$ cat src/gtc_pkg.sv
// Shared types and constants for the grinder timer controller.
// No dependencies; compile first.
`default_nettype none

package gtc_pkg;

  localparam int DEB_W      = 10;
  localparam int TIMEOUT_W  = 16;
  localparam int CFG_DATA_W = 16;
  localparam int ADC_W      = 8;
  localparam int STATE_W    = 2;
  localparam int DUTY_W     = 11;
  localparam int COUNT_W    = 11;
  localparam int MOD_W      = 8;

  localparam int DUTY_FULL    = 1999;
  localparam int DUTY_LOW     = 50;
  localparam int FADE_SPAN    = 1949;
  localparam int FADE_PERIOD  = 200;
  localparam int FADE_STEP_Q  = FADE_SPAN / FADE_PERIOD;
  localparam int FADE_STEP_R  = FADE_SPAN % FADE_PERIOD;
  localparam int GRIND_BASE   = 500;
  localparam int GRIND_SCALE  = 1000;

  localparam int DEBOUNCE_RST = 100;
  localparam int TIMEOUT_RST  = 1999;

  // Configuration register indexes
  typedef enum logic {
    CFG_DEBOUNCE = 1'b0,
    CFG_TIMEOUT  = 1'b1
  } cfg_index_t;

  typedef enum logic [1:0] {
    PH_IDLE   = 2'd0,
    PH_ARMED  = 2'd1,
    PH_LOCKED = 2'd2
  } phase_t;

  typedef enum logic [STATE_W-1:0] {
    ST_STOP  = 2'd0,
    ST_RUN   = 2'd1,
    ST_PAUSE = 2'd2
  } run_t;

  // pause_mod, fade_q and fade_rem track pause_count % 200 and the
  // quotient/remainder of (pause_count % 200) * 1949 / 200.
  typedef struct packed {
    phase_t               phase;
    logic [COUNT_W-1:0]   lock_count;
    run_t                 run;
    logic [COUNT_W-1:0]   grind_count;
    logic [TIMEOUT_W-1:0] pause_count;
    logic [MOD_W-1:0]     pause_mod;
    logic [COUNT_W-1:0]   fade_q;
    logic [MOD_W-1:0]     fade_rem;
    logic                 fade_rising;
    logic [DUTY_W-1:0]    duty;
    logic                 tone;
  } gtc_state_t;

  typedef struct packed {
    logic [DEB_W-1:0]     lock_ticks;
    logic [TIMEOUT_W-1:0] pause_timeout;
  } gtc_cfg_t;

endpackage

`default_nettype wire

$ cat src/gtc_if.sv
// Handshake channels of the grinder timer controller: tick input and result.
// Depends on gtc_pkg.
`default_nettype none

interface gtc_in_if import gtc_pkg::*; ();
  logic             valid;
  logic             ready;
  logic             button_edge;
  logic             button_level;
  logic [ADC_W-1:0] adc_setting;

  modport source (output valid, button_edge, button_level, adc_setting, input ready);
  modport sink   (input valid, button_edge, button_level, adc_setting, output ready);
endinterface

interface gtc_out_if import gtc_pkg::*; ();
  logic               valid;
  logic               ready;
  logic [STATE_W-1:0] run_state;
  logic [DUTY_W-1:0]  pwm_duty;
  logic               sound_on;
  logic               press_seen;

  modport source (output valid, run_state, pwm_duty, sound_on, press_seen, input ready);
  modport sink   (input valid, run_state, pwm_duty, sound_on, press_seen, output ready);
endinterface

`default_nettype wire

$ cat src/grinder_timer_controller.sv
// Grinder timer controller top level: state and config registers, handshake.
// Depends on gtc_pkg, gtc_if (gtc_in_if, gtc_out_if) and gtc_step.
//
//   channel  | dir | payload
//   ---------+-----+-------------------------------------------------
//   in_ch    | in  | button_edge, button_level, adc_setting (one tick)
//   out_ch   | out | run_state, pwm_duty, sound_on, press_seen
//   cfg_*    | in  | cfg_we, cfg_index, cfg_wdata (write only)
//
// One tick per cycle unless out_ch stalls: the whole tick update is one
// combinational pass from the accepted input into state and result registers.
// The result appears the cycle after the transfer; a new tick is taken in the
// same cycle the previous result is taken, or whenever the result slot is empty.
// Reset (synchronous, rst_n low) puts the machine in stop, debounce idle,
// counters and duty at zero, and the registers at 100 and 1999.
`default_nettype none

module grinder_timer_controller import gtc_pkg::*; (
  input  logic                  clk,
  input  logic                  rst_n,
  gtc_in_if.sink                in_ch,
  gtc_out_if.source             out_ch,
  input  logic                  cfg_we,
  input  logic                  cfg_index,
  input  logic [CFG_DATA_W-1:0] cfg_wdata
);

  gtc_state_t state_r;
  gtc_state_t state_nxt;
  gtc_cfg_t   cfg_r;
  logic       press_nxt;
  logic       press_r;
  logic       out_valid_r;
  logic       in_xfer;

  assign in_ch.ready = ~out_valid_r | out_ch.ready;
  assign in_xfer     = in_ch.valid & in_ch.ready;

  gtc_step u_step (
    .cur          (state_r),
    .cfg          (cfg_r),
    .button_edge  (in_ch.button_edge),
    .button_level (in_ch.button_level),
    .adc_setting  (in_ch.adc_setting),
    .nxt          (state_nxt),
    .press        (press_nxt)
  );

  always_ff @(posedge clk) begin
    if (!rst_n) begin
      cfg_r.lock_ticks    <= DEB_W'(DEBOUNCE_RST);
      cfg_r.pause_timeout <= TIMEOUT_W'(TIMEOUT_RST);
    end else if (cfg_we) begin
      case (cfg_index_t'(cfg_index))
        CFG_DEBOUNCE: cfg_r.lock_ticks    <= cfg_wdata[DEB_W-1:0];
        CFG_TIMEOUT:  cfg_r.pause_timeout <= cfg_wdata[TIMEOUT_W-1:0];
        default: ;
      endcase
    end
  end

  // State only moves on a transfer, so it holds the pending result while stalled
  always_ff @(posedge clk) begin
    if (!rst_n) begin
      state_r.phase       <= PH_IDLE;
      state_r.lock_count  <= '0;
      state_r.run         <= ST_STOP;
      state_r.grind_count <= '0;
      state_r.pause_count <= '0;
      state_r.pause_mod   <= '0;
      state_r.fade_q      <= '0;
      state_r.fade_rem    <= '0;
      state_r.fade_rising <= 1'b0;
      state_r.duty        <= '0;
      state_r.tone        <= 1'b0;
      press_r             <= 1'b0;
      out_valid_r         <= 1'b0;
    end else begin
      if (in_xfer) begin
        state_r <= state_nxt;
        press_r <= press_nxt;
      end
      if (in_xfer) begin
        out_valid_r <= 1'b1;
      end else if (out_ch.ready) begin
        out_valid_r <= 1'b0;
      end
    end
  end

  assign out_ch.valid      = out_valid_r;
  assign out_ch.run_state  = STATE_W'(state_r.run);
  assign out_ch.pwm_duty   = state_r.duty;
  assign out_ch.sound_on   = state_r.tone;
  assign out_ch.press_seen = press_r;

`ifndef SYNTHESIS
  a_tone_only_in_run: assert property (@(posedge clk) disable iff (!rst_n)
    state_r.tone == (state_r.run == ST_RUN))
    else $error("tone state disagrees with run state");

  a_press_locks: assert property (@(posedge clk) disable iff (!rst_n)
    (in_xfer && press_nxt) |=> (state_r.phase == PH_LOCKED && press_r))
    else $error("press did not lock the button");

  a_fade_track_range: assert property (@(posedge clk) disable iff (!rst_n)
    (state_r.pause_mod < MOD_W'(FADE_PERIOD)) && (state_r.fade_rem < MOD_W'(FADE_PERIOD)))
    else $error("fade tracking counters out of range");

  a_stall_holds_state: assert property (@(posedge clk) disable iff (!rst_n)
    !in_xfer |=> $stable(state_r))
    else $error("state moved without a transfer");
`endif

endmodule

`default_nettype wire

$ cat src/gtc_step.sv
// Next-state logic for one tick: debounce, stop/run/pause machine, pause fade.
// Depends on gtc_pkg.
`default_nettype none

module gtc_step import gtc_pkg::*; (
  input  gtc_state_t       cur,
  input  gtc_cfg_t         cfg,
  input  logic             button_edge,
  input  logic             button_level,
  input  logic [ADC_W-1:0] adc_setting,
  output gtc_state_t       nxt,
  output logic             press
);

  logic [17:0]          scaled;
  logic [COUNT_W-1:0]   duration;
  logic [COUNT_W-1:0]   grind_inc;
  phase_t               phase;
  logic [TIMEOUT_W-1:0] base_pc;
  logic [MOD_W-1:0]     base_mod;
  logic [COUNT_W-1:0]   base_q;
  logic [MOD_W-1:0]     base_rem;
  logic [TIMEOUT_W-1:0] pc1;
  logic [MOD_W-1:0]     mod1;
  logic [COUNT_W-1:0]   q1;
  logic [MOD_W-1:0]     rem1;
  logic [MOD_W:0]       rem_sum;

  assign scaled   = (18'({adc_setting}) + 18'd1) * 18'(GRIND_SCALE);
  assign duration = COUNT_W'(GRIND_BASE) + {1'b0, scaled[17:8]};
  assign grind_inc = cur.grind_count + 1'b1;

  // Pause counter advance; a resume press restarts it from zero first
  always_comb begin
    base_pc  = press ? '0 : cur.pause_count;
    base_mod = press ? '0 : cur.pause_mod;
    base_q   = press ? '0 : cur.fade_q;
    base_rem = press ? '0 : cur.fade_rem;
    pc1      = base_pc + 1'b1;
    rem_sum  = {1'b0, base_rem} + (MOD_W+1)'(FADE_STEP_R);
    if (base_mod == MOD_W'(FADE_PERIOD - 1) || pc1 == '0) begin
      mod1 = '0;
      q1   = '0;
      rem1 = '0;
    end else begin
      mod1 = base_mod + 1'b1;
      if (rem_sum >= (MOD_W+1)'(FADE_PERIOD)) begin
        rem1 = MOD_W'(rem_sum - (MOD_W+1)'(FADE_PERIOD));
        q1   = base_q + COUNT_W'(FADE_STEP_Q + 1);
      end else begin
        rem1 = rem_sum[MOD_W-1:0];
        q1   = base_q + COUNT_W'(FADE_STEP_Q);
      end
    end
  end

  always_comb begin
    nxt   = cur;
    press = 1'b0;

    // Debounce: an edge arms first, so edge and level on one tick give a press
    phase = cur.phase;
    if (button_edge && phase == PH_IDLE) begin
      phase = PH_ARMED;
    end
    nxt.phase = phase;
    case (phase)
      PH_ARMED: begin
        if (button_level) begin
          press     = 1'b1;
          nxt.phase = PH_LOCKED;
        end
      end
      PH_LOCKED: begin
        if (cur.lock_count > {1'b0, cfg.lock_ticks}) begin
          nxt.phase      = PH_IDLE;
          nxt.lock_count = '0;
        end else begin
          nxt.lock_count = cur.lock_count + 1'b1;
        end
      end
      default: ;
    endcase

    case (cur.run)
      ST_STOP: begin
        if (press) begin
          nxt.run  = ST_RUN;
          nxt.tone = 1'b1;
          nxt.duty = DUTY_W'(DUTY_FULL);
        end
        nxt.pause_count = '0;
        nxt.pause_mod   = '0;
        nxt.fade_q      = '0;
        nxt.fade_rem    = '0;
        nxt.grind_count = '0;
      end
      ST_RUN: begin
        if (press) begin
          nxt.run         = ST_PAUSE;
          nxt.tone        = 1'b0;
          nxt.duty        = DUTY_W'(DUTY_LOW);
          nxt.fade_rising = 1'b0;
        end
        nxt.grind_count = grind_inc;
        // Run end wins over a pause press
        if (grind_inc >= duration) begin
          nxt.grind_count = '0;
          nxt.run         = ST_STOP;
          nxt.tone        = 1'b0;
          nxt.duty        = '0;
        end
      end
      ST_PAUSE: begin
        if (press) begin
          nxt.run  = ST_RUN;
          nxt.tone = 1'b1;
        end
        nxt.pause_count = pc1;
        nxt.pause_mod   = mod1;
        nxt.fade_q      = q1;
        nxt.fade_rem    = rem1;
        if (pc1 == cfg.pause_timeout) begin
          nxt.pause_count = '0;
          nxt.pause_mod   = '0;
          nxt.fade_q      = '0;
          nxt.fade_rem    = '0;
          nxt.run         = ST_STOP;
          nxt.tone        = 1'b0;
        end
        // Flip the fade at each period start, then write the fade value
        if (nxt.pause_mod == '0) begin
          nxt.fade_rising = ~cur.fade_rising;
        end
        if (nxt.fade_rising) begin
          nxt.duty = DUTY_W'(DUTY_LOW) + nxt.fade_q;
        end else begin
          nxt.duty = DUTY_W'(DUTY_FULL) - nxt.fade_q;
        end
      end
      default: ;
    endcase
  end

endmodule

`default_nettype wire

$ cat src/flat_wrapper.sv
// flat-port wrapper written by rule: the top's interface ports become plain ports
module grinder_timer_controller_flat import gtc_pkg::*;
  (clk, rst_n, cfg_we, cfg_index, cfg_wdata, in_ch_valid, in_ch_button_edge, in_ch_button_level, in_ch_adc_setting, in_ch_ready, out_ch_valid, out_ch_run_state, out_ch_pwm_duty, out_ch_sound_on, out_ch_press_seen, out_ch_ready);
  gtc_in_if in_ch_i ();
  gtc_out_if out_ch_i ();
  input  logic clk;
  input  logic rst_n;
  input  logic cfg_we;
  input  logic cfg_index;
  input  logic [CFG_DATA_W-1:0] cfg_wdata;
  input wire logic [$bits(in_ch_i.valid)-1:0] in_ch_valid;
  input wire logic [$bits(in_ch_i.button_edge)-1:0] in_ch_button_edge;
  input wire logic [$bits(in_ch_i.button_level)-1:0] in_ch_button_level;
  input wire logic [$bits(in_ch_i.adc_setting)-1:0] in_ch_adc_setting;
  output wire logic [$bits(in_ch_i.ready)-1:0] in_ch_ready;
  output wire logic [$bits(out_ch_i.valid)-1:0] out_ch_valid;
  output wire logic [$bits(out_ch_i.run_state)-1:0] out_ch_run_state;
  output wire logic [$bits(out_ch_i.pwm_duty)-1:0] out_ch_pwm_duty;
  output wire logic [$bits(out_ch_i.sound_on)-1:0] out_ch_sound_on;
  output wire logic [$bits(out_ch_i.press_seen)-1:0] out_ch_press_seen;
  input wire logic [$bits(out_ch_i.ready)-1:0] out_ch_ready;
  assign in_ch_i.valid = in_ch_valid;
  assign in_ch_i.button_edge = in_ch_button_edge;
  assign in_ch_i.button_level = in_ch_button_level;
  assign in_ch_i.adc_setting = in_ch_adc_setting;
  assign in_ch_ready = in_ch_i.ready;
  assign out_ch_valid = out_ch_i.valid;
  assign out_ch_run_state = out_ch_i.run_state;
  assign out_ch_pwm_duty = out_ch_i.pwm_duty;
  assign out_ch_sound_on = out_ch_i.sound_on;
  assign out_ch_press_seen = out_ch_i.press_seen;
  assign out_ch_i.ready = out_ch_ready;
  grinder_timer_controller u_core (.clk(clk), .rst_n(rst_n), .in_ch(in_ch_i), .out_ch(out_ch_i), .cfg_we(cfg_we), .cfg_index(cfg_index), .cfg_wdata(cfg_wdata));
endmodule
$ cat config.mk
export PLATFORM = sky130hd
export DESIGN_NAME = grinder_timer_controller_flat
export DESIGN_NICKNAME = d
export VERILOG_FILES = /design/src/gtc_pkg.sv /design/src/gtc_if.sv /design/src/grinder_timer_controller.sv /design/src/gtc_step.sv /design/src/flat_wrapper.sv
export SDC_FILE = /design/constraint.sdc
export NUM_CORES = 1
export LEC_CHECK = 0
export ABC_CLOCK_PERIOD_IN_PS = 12010
export BUFFER_PORTS_ARGS = -buffer_cell sky130_fd_sc_hd__clkbuf_2
export CAP_MARGIN = 0
export CORE_ASPECT_RATIO = 0.75
export CORE_UTILIZATION = 52
export CTS_BUF_LIST = sky130_fd_sc_hd__clkbuf_16
export DETAILED_ROUTE_END_ITERATION = 8
export PLACE_DENSITY_LB_ADDON = 0.12
export SLEW_MARGIN = 20
export SYNTH_ARGS = -nofsm -noshare
export SYNTH_HDL_FRONTEND = slang
export SYNTH_SLANG_ARGS = --single-unit
$ cat constraint.sdc
create_clock -name clk -period 12.01 [get_ports clk]
set_input_delay 3.0025 -clock clk [delete_from_list [all_inputs] [get_ports clk]]
set_output_delay 3.0025 -clock clk [all_outputs]
set_load 0.05 [all_outputs]
# After elaboration in Yosys (flattened, before gate mapping)
# Cells that the tools add are included.
# totals
reg_bits	110
wordCells	103
# classes
mux	37
mul	1
add_sub_neg	12
n_eq_ne	10
order_cmp	3
n_reduce_logical	20
bitwise	5
# ops
operator	n
$mux W43	2
$pmux W43 S2	1
$mux W11	5
$mux W8	5
$pmux W12 S3	1
$mux W13	2
$mux W12	2
$add A11 B1 Y11 const B	2
$add A11 B4 Y11 const B	2
$pmux W11 S2	1
$mul A18 B7 Y15 const B	1
$add A16 B1 Y16 const B	1
$eq A16 B16 Y1	1
$logic_not A16 Y1	1
$mux W16	1
$mux W2	6
$add A6 B11 Y11 const A	1
$add A9 B10 Y11 const A	1
$ge A11 B11 Y1	1
$gt A11 B10 Y1	1
$sub A11 B11 Y11 const A	1
$reduce_and A2 Y1	5
$add A8 B1 Y9 const B	1
$add A8 B8 Y9 const B	1
other kinds (24)	42

# Longest topological paths before layout
# depth
word_depth	17
ltp_mapped	30
depth_no_buf	28

# Cells and area by module
# A second synthesis with hierarchy kept.
# unflattened
hier_cells	1395
area_unflattened_um2	10497.6
# by_module_without_submodules
mod	seq_area_each_um2	n_inst	area_per_inst_um2	cells_each
gtc_step	0.0	1	6123.4	901
grinder_timer_controller	2202.1	1	4374.2	494

# Worst setup path after synthesis
# OpenSTA, ideal clock, no wires.
# synth_path
path_type	input port to flip-flop
start	input port in_ch_adc_setting[0]
end	register u_core.state_r (netlist bit u_core.out_ch.pwm_duty[7])
cell_stages	25
setup_slack_ns	2.592
arrival_time_ns	9.298
path_buffers	1
setup_ns	0.120
cell_sequence	ha_1 xor2_1 inv_1 fa_1 fa_1 inv_1 fa_1 inv_1 fa_1 inv_1 ha_1 a21oi_1 o21ai_0 a31oi_1 xnor2_1 or4_1 xor2_1 ha_1 a2111oi_0 o21ai_0 a31oi_1 or3_1 clkbuf_1 nor4_1 a211o_1
# synth_via
elab_chain_len	6
elab_cells_between_ends	8
cone_classes	add/sub (2); mul (1); order compare (1); eq/ne (1); mux (2); reduce/logical (1)
# synth_lines
item	line	text
start, declared	flat_wrapper.sv:14	input wire logic [$bits(in_ch_i.adc_setting)-1:0] in_ch_adc_setting;
$add A8 B1 Y9 *	gtc_step.sv:29	assign scaled = (18'({adc_setting}) + 18'd1) * 18'(GRIND_SCALE);
$mul A18 B7 Y15 *	gtc_step.sv:29	
$add A9 B10 Y11 *	gtc_step.sv:30	assign duration = COUNT_W'(GRIND_BASE) + {1'b0, scaled[17:8]};
$ge A11 B11 Y1 *	gtc_step.sv:107	if (grind_inc >= duration) begin
$ne A3 B2 Y1 (no line) / $mux W12 (equally long branches)	-	
$reduce_and A4 Y1 (no line) / $pmux W12 S3 (equally long branches)	-	
end signal, assigned	grinder_timer_controller.sv:80	state_r <= state_nxt;
end, declared	grinder_timer_controller.sv:28	gtc_state_t state_r;
# Mark *: on every way between the ends. The rest lies on a longest branch, timed or not.
# A chain may end at the register's enable or synchronous reset.

# Worst setup path after layout
# Same ends and word-level chain as after synthesis.

==> flow_summary.toml <==
[cts]
cts_sinks = 110
post_cts_buffers = 0
cts_root_buf = "clkbuf_16"
tritoncts = "done"
clk_pin_slew_ns = 0.08
cts_buffers = 9
htreeDepth = 3
ctsResizeCount = 0
insertion_delay_ns = 0.37
cts.hold.buffers_added = 0
clock_path_buffers = 2

[power_and_ir_drop]
power_leakage_uw = 0.004095
p_per_area_mw_per_mm2 = 149.7
ir_worst_vdd_mv = 0.1810

[worst_setup_path]
slowest_delay_ns = 0.52
path_common_cell = "inv_1"
path_class = "in2reg"
critPathTopFamily = "adder cells"
crit_path_max_fanout = 11
rr_endpoint = "u_core.out_ch.pwm_duty[9]"
crit_path_end = "u_core.out_ch.pwm_duty[7]"
crit_cells = 27
reg2reg_depth = 19
r2r_slack_ns = 5.63
crit_required_ns = 12.28
path_buf_inv = 6
cp-start-kind = "primary input"
endpoint_kind = "flip-flop"
arrival_ns = 10.29
r2r-start = "u_core.state_r[80]"
crit_start = "in_ch_adc_setting[0]"
slowest_stage = "fa_1"

[timing]
rsz0062_at_grt = "no"
fin_setup_tns_ns = 0
hold_viol = 0
fmax_mhz = 99.82
finalClockSkew_ns = 0.01169
period_minus_slack_ns = 10.02
final-max-slew-violation-count = 0
fin_ws_ns = 1.992
tightest_slew_ns = 1.086
period_share_pct = 83.41
max_slew_margin_pct = 27.60
setup_violations = 0

[synthesis]
synth_cells = 1173
ys_types = 89
synthArstFlopShare_pct = 0
syn_avg_cell_area_sq_um = 7.882
synth_area_leaders = "dfxtp_1 24%, ha_1 9.6%, fa_1 4.8%"
yosysTopAreaCellShare_pct = 23.82
synth-edff-count = 0
synth_ff_type = "dfxtp_1"
syn-num-nets = 1298
synth-seq-area-share_pct = 23.82
ys_seq_elements = 110
post-synth-top-count-cell = "nor2_1"
synth_top_cell_by_area = "dfxtp_1"
synthTopCellsByCount = "112 x nor2_1, 110 x dfxtp_1, 104 x nand2_1"
yosysWarnings = 0
synth_area_sq_mm = 0.009245

[grt]
grt_first_pass_wirelength_mm = 38.44
track_usage_pct = 25.63
grt_pass1_vias = 7688
grt_max_degree = 86
grt-ovfl-total = 0
antenna_found_initial = 0

[routing]
first_pass_iters = 5
dr.first_iter.drc_count = 604
drtAntennaViolNets = 0
drt-vias-per-instance = 5.841
drc_errors = 0
avgRoutedWirePerCell_um = 16.09
vias = 8207
wirelength_mm = 22.61

[die]
rows = 41
start_util_pct = 54.12
die_x_um = 156.0
die-area_sq_mm = 0.01832
io_pins = 49
die_height_um = 117.5
core_sq_mm = 0.01708

[placed_design]
dp_cells = 1389
place_area_sq_mm = 0.009468
place_ws_ns = 1.705
dp_hpwl_mm = 16.64
port_buffers = 48
place.gp.congestion = 0.8676

[layout]
final_core_util_pct = 57.20
area_growth_pct = 5.684
design_area_sq_mm = 0.009771
final_cell_count_no_fill = 1405
antennaDiodeCount = 0
fill_cells = 1630
fin_nets = 1289
ff_latch_area_sq_mm = 0.002202
multiInputGateArea_sq_mm = 0.006382
final_layout_size_suffix_gt1_share_pct = 8.640

[run_status]
outcome = "finished, final reports clean"

[run]
max-cap-violations = 0

[worst_hold_path]
hp-class = "reg2reg"
==> state kept, by name (all words and copies together), names as in the netlist <==
| signal | flops |
|---|---|
| u_core.out_ch.press_seen | 1 |
| u_core.out_ch.sound_on | 1 |
| u_core.out_ch.run_state | 2 |
| u_core.cfg_r | 26 |
| u_core.out_ch.pwm_duty | 11 |
| u_core.out_ch.valid | 1 |
| u_core.state_r | 68 |
==> cells by family after synthesis <==
logic type	count (synthesis)	synth area share [%]
multiplexers	11	1.205
adder cells (fa/ha/maj)	93	14.37
flip-flops	110	23.82
AND/OR/NAND/NOR	422	22.83
XOR/XNOR	87	8.865
AO/OA/AOI/OAI	293	21.56
buffers and inverters	157	7.349
==> layer usage <==
layer  up-vias  wire length [um]  global-route usage [%]
met2       174              9841                   39.29
met1      3858             11610                   38.00
met5         -                 0                       0
met4         0               196                   5.453
met3        18               961                   3.387
li1       4157                 -                       -
==> worst register-to-register path: cells and delay by family, from the launching register on <==
kind	cells	cell delay (ns)
AND/OR/NAND/NOR	11	4.03
multiplexers	1	0.07
adder cells (fa/ha/maj)	2	0.67
flip-flops	1	0.36
XOR/XNOR	2	0.35
AO/OA/AOI/OAI	3	0.81
==> placed cells by master, fill, tap and decap left out, types with 15 or more instances in the layout <==
master and n:
inv_1 83, xor2_1 40, a22oi_1 27, nand2_1 104, xnor2_1 42, o21ai_0 49
fa_1 22, nor2_1 111, a21oi_1 76, and3_1 23, a31oi_1 15, clkbuf_2 48
dfxtp_1 110, ha_1 71, nor3_1 37, nand3_1 40, or3_1 15
==> report_power, final <==
| group | leakage (uW) | internal (uW) | total (uW) | switching (uW) |
|---|---|---|---|---|
| Combinational | 0.00306 | 338 | 770 | 432 |
| Clock | 0.000145 | 149 | 307 | 158 |
| Sequential | 0.000893 | 376 | 386 | 9.54 |
| Total | 0.00410 | 863 | 1460 | 600 |
==> worst min-delay path by stage <==
stage | from | endpoint | depth (start not counted)
floorplan | u_core.cfg_r[17] | u_core.cfg_r[17] | 2
global placement | u_core.cfg_r[25] | u_core.cfg_r[25] | 2
detailed placement | u_core.cfg_r[25] | u_core.cfg_r[25] | 2
CTS | u_core.cfg_r[25] | u_core.cfg_r[25] | 2
global route | u_core.cfg_r[20] | u_core.cfg_r[20] | 2
finish | u_core.cfg_r[25] | u_core.cfg_r[25] | 2
==> metrics by stage <==
step	power [uW]	hold slack, ns
CTS	1480	0.4640
global placement	1154	0.4451
detailed placement	1165	0.4511
finish	1463	0.4611
global route	1609	0.4767
floorplan	1030	0.4363
==> cell type report <==
type	count	share of cell area [%]
multi-input cells	906	65.32
flip-flops and latches	110	22.54
inverters	84	3.227
well taps	236	3.022
repair buffers	53	2.843
clock buffers	9	2.305
clock inverters	7	0.7427
(Power assumes the default switching activity.)
